[config.mk]
export PLATFORM = sky130hd
export DESIGN_NAME = osdsb_out_fifo
export DESIGN_NICKNAME = d
export VERILOG_FILES = /design/src/rtl/osdsb_pkg.sv /design/src/rtl/osdsb_out_fifo.sv
export SDC_FILE = /design/constraint.sdc
export NUM_CORES = 1
export LEC_CHECK = 0
export BUFFER_PORTS_ARGS = -buffer_cell sky130_fd_sc_hd__buf_2
export CAP_MARGIN = 0
export CORE_UTILIZATION = 52
export CTS_BUF_LIST = sky130_fd_sc_hd__clkbuf_8 sky130_fd_sc_hd__clkbuf_16
export CTS_CLUSTER_DIAMETER = 30
export DETAILED_ROUTE_END_ITERATION = 10
export GPL_TIMING_DRIVEN = 0
export PLACE_DENSITY_LB_ADDON = 0.05
export SYNTH_ARGS = -nofsm -noshare
export SYNTH_HDL_FRONTEND = slang
export SYNTH_SLANG_ARGS = --single-unit
[constraint.sdc]
create_clock -name clk_i -period 2.6 [get_ports clk_i]
set_input_delay 0.52 -clock clk_i [delete_from_list [all_inputs] [get_ports clk_i]]
set_output_delay 0.52 -clock clk_i [all_outputs]
set_load 0.02 [all_outputs]
[src/rtl/osdsb_pkg.sv]
`timescale 1ns / 1ps

package osdsb_pkg;

  localparam int NUM_SLOTS   = 256;
  localparam int COUNT_WIDTH = 32;
  localparam int OP_W        = 2;
  localparam int SLOT_W      = 8;
  localparam int CYCLE_W     = 32;
  localparam int IDX_W       = (NUM_SLOTS > 1) ? $clog2(NUM_SLOTS) : 1;

  localparam int FIFO_DEPTH  = 4;
  localparam int FIFO_PTR_W  = $clog2(FIFO_DEPTH);
  localparam int FIFO_CNT_W  = FIFO_PTR_W + 1;

  localparam logic [OP_W-1:0] OP_POLL   = 2'd0;
  localparam logic [OP_W-1:0] OP_DISARM = 2'd1;
  localparam logic [OP_W-1:0] OP_EXPIRE = 2'd2;

  localparam logic [CYCLE_W-1:0] COUNT_MAX =
    CYCLE_W'((64'd1 << COUNT_WIDTH) - 64'd1);

  typedef logic [COUNT_WIDTH-1:0] count_t;
  typedef logic [IDX_W-1:0]       slot_idx_t;

  typedef struct packed {
    logic expired;
    logic start_event;
    logic finish_event;
  } result_t;

endpackage

[src/rtl/osdsb_out_fifo.sv]
`timescale 1ns / 1ps

module osdsb_out_fifo (
  input  logic                          clk_i,
  input  logic                          rst_ni,
  input  logic                          push_i,
  input  osdsb_pkg::result_t            push_data_i,
  input  logic                          pop_i,
  output logic                          valid_o,
  output osdsb_pkg::result_t            data_o,
  output logic [osdsb_pkg::FIFO_CNT_W-1:0] count_o
);
  import osdsb_pkg::*;

  result_t                buf_q [FIFO_DEPTH];
  logic [FIFO_PTR_W-1:0]  wr_ptr_q;
  logic [FIFO_PTR_W-1:0]  rd_ptr_q;
  logic [FIFO_CNT_W-1:0]  cnt_q;
  logic                   do_pop;

  assign valid_o = (cnt_q != '0);
  assign do_pop  = pop_i && valid_o;
  assign data_o  = buf_q[rd_ptr_q];
  assign count_o = cnt_q;

  always_ff @(posedge clk_i or negedge rst_ni) begin
    if (!rst_ni) begin
      wr_ptr_q <= '0;
      rd_ptr_q <= '0;
      cnt_q    <= '0;
    end else begin
      if (push_i) begin
        wr_ptr_q <= wr_ptr_q + FIFO_PTR_W'(1);
      end
      if (do_pop) begin
        rd_ptr_q <= rd_ptr_q + FIFO_PTR_W'(1);
      end
      if (push_i && !do_pop) begin
        cnt_q <= cnt_q + FIFO_CNT_W'(1);
      end else if (!push_i && do_pop) begin
        cnt_q <= cnt_q - FIFO_CNT_W'(1);
      end
    end
  end

  always_ff @(posedge clk_i) begin
    if (push_i) begin
      buf_q[wr_ptr_q] <= push_data_i;
    end
  end

endmodule

== After elaboration in Yosys (flattened, before gate mapping) ==
Memory sizes are Yosys's and may differ from the RTL's.
Cells that the tools add are included.
Word-level totals
  bits in registers: 7
  input bits: 7
  memories: 1
  memory bits (writable): 12
Memory list
  buf_q: depth 4, width 3, read ports 1, clocked after Yosys merged registers in 0, wr ports 1, RTL line osdsb_out_fifo.sv:15  | result_t buf_q [FIFO_DEPTH];
Cells by class
  mux-type cells: 4
  add/subtract/negate cells: 4
  reductions and logical operators: 7
Operator list (number)
  $mux 3: 2
  $add 2x1->2 const B: 2
  $add 3x1->3 const B: 1
  $logic_and 1x1->1: 3
  $reduce_bool 3->1: 1
  $sub 3x1->3 const B: 1
  $logic_not 1->1: 2
  $mux 1: 2
  $reduce_bool 2->1: 1

== Longest topological paths before layout ==
  depth in word-level cells: 5
  gate-level depth with buffers: 8
  gate-level depth less buffers: 8

== Worst setup path after synthesis ==
No wires, ideal clock.
  path type: flip-flop to flip-flop
  from: register cnt_q[0] (netlist: count_o[0])
  to: register cnt_q[2] (netlist: count_o[2])
  stages on the path, launching flop included: 9
  required time: 2.520 ns
  arrival time: 2.012 ns
  slack: 0.508 ns
  buffers on the path: 0
  cells stage by stage: dfrtp_1 or3_4 nand2_4 ha_1 inv_1 fa_1 xor2_1 nor2_1 xor2_1
Between the ends
  cells in the longest elaborated chain, start to end: 5
  elaborated cells between the ends (all ways): 10
  those cells by class: 2 x add/sub; 2 x mux; 6 x reduce/logical
Ends and longest elaborated chain
  from (decl): RTL line osdsb_out_fifo.sv:18  | logic [FIFO_CNT_W-1:0] cnt_q;
  from (signal assigned): RTL line osdsb_out_fifo.sv:39  | cnt_q <= cnt_q + FIFO_CNT_W'(1);
  from (signal assigned): RTL line osdsb_out_fifo.sv:41  | cnt_q <= cnt_q - FIFO_CNT_W'(1);
  $reduce_bool 3->1 (*): RTL line osdsb_out_fifo.sv:21  | assign valid_o = (cnt_q != '0);
  named net valid_o: RTL line osdsb_out_fifo.sv:9  | output logic valid_o,
  $logic_and 1x1->1 (*): RTL line osdsb_out_fifo.sv:22  | assign do_pop = pop_i && valid_o;
  $logic_not 1->1: RTL line osdsb_out_fifo.sv:38  | if (push_i && !do_pop) begin
  $logic_and 1x1->1: RTL line osdsb_out_fifo.sv:38
  $mux 3 or $reduce_bool 2->1 (tied branches)
Mark *: on every way through the listed nets, which the timed path passes. The rest lies on a longest branch. The select of a mux whose other input is x is not followed.
A chain may end at the register's enable or synchronous reset.

== Worst setup path in the final report ==
  from: register cnt_q[0] (netlist: count_o[0])
  to: register cnt_q[2] (netlist: count_o[2])
Between the ends
  cells in the longest elaborated chain, start to end: 5
  elaborated cells between the ends (all ways): 10
  those cells by class: 2 x add/sub; 2 x mux; 6 x reduce/logical
Ends and longest elaborated chain
  parallel branches: the longest is 5 deep, another holds $sub 3x1->3
Several ways; the timed one is not identified. The select of a mux whose other input is x is not followed.

==> reports/metrics.csv <==
stage,metric,value,unit
run_status,outcome,completed,
clock_network,ctsRootBufferMaster,sky130_fd_sc_hd__clkbuf_8,
pwr,powerDensity,1134,nW/um2
global_routing,global_route_wire_length_before_repair,1.904,mm
yosys,avgSynthCellArea,17.06,um2
sta,timing.final.max_slew_violations,0,
routing,count_of_tritonroute_iterations_in_the_first_routing_pass,3,
yosys,synth_mux_area_frac,0.09431,
hold_path,timing.hold.worst.class,input pin to async pin,
routing,wirelength_met1,463,um
routing,routed_wire_length_per_instance,13.07,um
sta,fin_setup_tns,0,ns
layout,antenna_cells,0,
global_routing,globalRouteTotalUtil,0.1485,
clock_network,cts-buffers-inserted,3,
yosys,synth_top_family_by_area,adder cells,
yosys,synthXorXnorAreaFrac,0.06287,
sta,max_clock_freq,484.3,MHz
yosys,yosys.area_share.simple,0.07784,
sta,least_margin_pin_slew,0.1941,ns
pwr,p_leak,0.4041,nW
yosys,most_area_hungry_cell_type_in_the_yosys_netlist,sky130_fd_sc_hd__edfxtp_1,
routing,detailroute.wirelength.met2,566,um
clock_network,cts_tree,yes,
sta,timing.final.setup_violations,0,
yosys,synth-compound-area-share,0.005988,
die,fp.dieH,42.09,um
routing,highest-signal-layer,met4,
place,port_buffers,13,
yosys,portion_of_the_post_synthesis_area_used_by_sequential_elements,0.6407,
clock_network,post_cts.repair.setup_buffers,0,
sta,post-route-period-util,0.7941,
worst_setup_path,r2r_setup_slack,0.54,ns
sta,timing.final.hold_violations,0,
layout,design.final.nets,80,
routing,route.detailed.vias_per_inst,5.024,
yosys,syn_nets,62,
sta,setup_repair_after_global_routing_missed_its_margin,no,
sta,worst_slew_margin_rel,0.8706,
worst_setup_path,timing_worst_setup_path_type,flip-flop to flip-flop,
die,floorplan.core_area,1506,um2
yosys,post_synth_num_cell_types,17,
clock_network,ctsHoldBuffers,0,
place,gp_routability_congestion,0.6381,
worst_setup_path,startpoint_type,flip-flop,
pwr,ir_drop,0.6393,mV
yosys,synth_adder_area_share,0.09880,
clock_network,worst_skew_pair.late_latency,0.25,ns
clock_network,clock_tree.buffer_depth,2,
pwr,totalPowerFinal,1.096,mW
yosys,syn_inst,49,
yosys,syn-cell-area,835.8,um2
routing,remaining_drc_errors,0,
worst_setup_path,worst-endpoint-arrival,2.24,ns
die,initial_utilization,0.5548,
worst_setup_path,critical_path.endpoint_type,flip-flop,
routing,drtIter0Drc,4,
routing,routed_length_on_met3,36,um
clock_network,clk_pin_slew,0.07,ns
global_routing,initial_antenna_violation_count,0,
worst_setup_path,setup.worst_path.start,count_o[0],
layout,layout_cell_share_with_drive_strength_beyond_1,0.3636,
die,boundaryPins,14,
global_routing,grt_max_degree,11,
yosys,synth_top_cell_area_share,0.4311,
die,rows,14,
flow_run,max_cap_viol_count,0,
clock_network,cts-resized-gates,0,
worst_setup_path,required,2.78,ns
yosys,top_area_cells_in_the_synthesized_netlist,"sky130_fd_sc_hd__edfxtp_1, sky130_fd_sc_hd__dfrtp_1, sky130_fd_sc_hd__mux4_2",
worst_setup_path,timing.rr.start,count_o[0],
yosys,ys.warnings.count,0,
sta,period_needed,2.065,ns
routing,ant_nets,0,
clock_network,htree_num_levels,1,
worst_setup_path,worst-path-max-fanout,4,
clock_network,cts_sinks,19,
layout,area_growth,15.57,%
yosys,synth-seq-cells,19,
sta,clock-skew-final,0.004029,ns
routing,routed-via-count,412,
global_routing,globalRouteOverflowTotal,0,
die,die_x,42.09,um
routing,wirelength,1.072,mm
die,die_area,1772,um2
global_routing,first_global_vias,422,
==> per-layer routing <==
layer,global-route usage,vias to the layer above
met5,0,-
met4,0.07500,0
met3,0.02586,2
met2,0.2375,8
met1,0.1976,199
li1,-,203
==> path summary, 6_finish.rpt <==
path	end	depth (start not counted)
min in group clk_i	buf_q[1][1]	1
setup / recovery	count_o[2]	8
max in group asynchronous	wr_ptr_q[0]	1
hold / removal	count_o[2]	1
setup reg to reg	count_o[2]	8
hold reg to reg	count_o[2]	1
==> cell usage in the layout, fill, tap and decap left out <==
cell	synthesis	final
sky130_fd_sc_hd__nand2_1	1	1
sky130_fd_sc_hd__or3_4	1	1
sky130_fd_sc_hd__nand3_2	1	1
sky130_fd_sc_hd__xnor2_1	3	3
sky130_fd_sc_hd__ha_1	5	5
sky130_fd_sc_hd__nand2_4	1	1
sky130_fd_sc_hd__buf_2	1	14
sky130_fd_sc_hd__mux2_2	1	1
sky130_fd_sc_hd__fa_1	1	1
sky130_fd_sc_hd__mux4_2	3	3
sky130_fd_sc_hd__inv_1	3	4
sky130_fd_sc_hd__dfrtp_1	7	7
sky130_fd_sc_hd__nor2_1	1	1
sky130_fd_sc_hd__xor2_1	3	3
sky130_fd_sc_hd__clkbuf_8	0	3
sky130_fd_sc_hd__and2_1	4	4
sky130_fd_sc_hd__o21ai_0	1	1
sky130_fd_sc_hd__edfxtp_1	12	12
==> cells in the mapped netlist <==
library cell               count
sky130_fd_sc_hd__nand3_2       1
sky130_fd_sc_hd__dfrtp_1       7
sky130_fd_sc_hd__nand2_1       1
sky130_fd_sc_hd__nor2_1        1
sky130_fd_sc_hd__ha_1          5
sky130_fd_sc_hd__nand2_4       1
sky130_fd_sc_hd__mux2_2        1
sky130_fd_sc_hd__mux4_2        3
sky130_fd_sc_hd__inv_1         3
sky130_fd_sc_hd__or3_4         1
sky130_fd_sc_hd__and2_1        4
sky130_fd_sc_hd__edfxtp_1     12
sky130_fd_sc_hd__o21ai_0       1
sky130_fd_sc_hd__xnor2_1       3
sky130_fd_sc_hd__fa_1          1
sky130_fd_sc_hd__xor2_1        3
sky130_fd_sc_hd__buf_2         1
==> cells by family after synthesis <==
kind of cell | after synthesis
flip-flops | 19
AND/OR/NAND/NOR | 9
XOR/XNOR | 6
adder cells (fa/ha/maj) | 6
buffers and inverters | 4
multiplexers | 4
AO/OA/AOI/OAI | 1
==> worst max-delay path, stage by stage, from the launching register on <==
cell,delay (ns)
sky130_fd_sc_hd__dfrtp_1,0.44
sky130_fd_sc_hd__or3_4,0.44
sky130_fd_sc_hd__nand2_4,0.09
sky130_fd_sc_hd__ha_1,0.18
sky130_fd_sc_hd__inv_1,0.06
sky130_fd_sc_hd__fa_1,0.37
sky130_fd_sc_hd__xor2_1,0.15
sky130_fd_sc_hd__nor2_1,0.11
sky130_fd_sc_hd__xor2_1,0.15
==> where the power goes <==
| part | internal, mW | leakage (nW) | total [mW] | switching (mW) |
|---|---|---|---|---|
| Combinational | 0.197 | 0.185 | 0.420 | 0.223 |
| Sequential | 0.420 | 0.192 | 0.484 | 0.0648 |
| Clock | 0.105 | 0.0269 | 0.191 | 0.0869 |
==> layout make-up <==
cell class              count  area (um2)
clock buffers               3       41.29
inverters                   3       11.26
flip-flops and latches     19       535.5
repair buffers             13       65.06
clock inverters             1       3.754
well taps                  16       20.02
multi-input cells          26       284.0
fillers                   121       540.5
plain buffers               1       5.005
==> metrics by stage <==
| step | cell area, um2 | utilization | hold WS, ns | std cells | setup slack (ns) |
|---|---|---|---|---|---|
| global route | 965.9 | 0.6412 | 0.1019 | 82 | 0.4234 |
| CTS | 965.9 | 0.6412 | 0.08925 | 82 | 0.5218 |
| global placement | 920.9 | 0.6113 | 0.3606 | 78 | 0.5545 |
| finish | 965.9 | 0.6412 | 0.08804 | 82 | 0.5352 |
| floorplan | 835.8 | - | 0.2244 | 49 | 0.5083 |
| detailed placement | 920.9 | 0.6113 | 0.3608 | 78 | 0.5527 |
==> state kept, by name, summed over array words and instances (netlist names) <==
register	cells
rd_ptr_q	2
wr_ptr_q	2
buf_q	12
count_o	3
No activity file was read; power rests on OpenSTA's default activity.
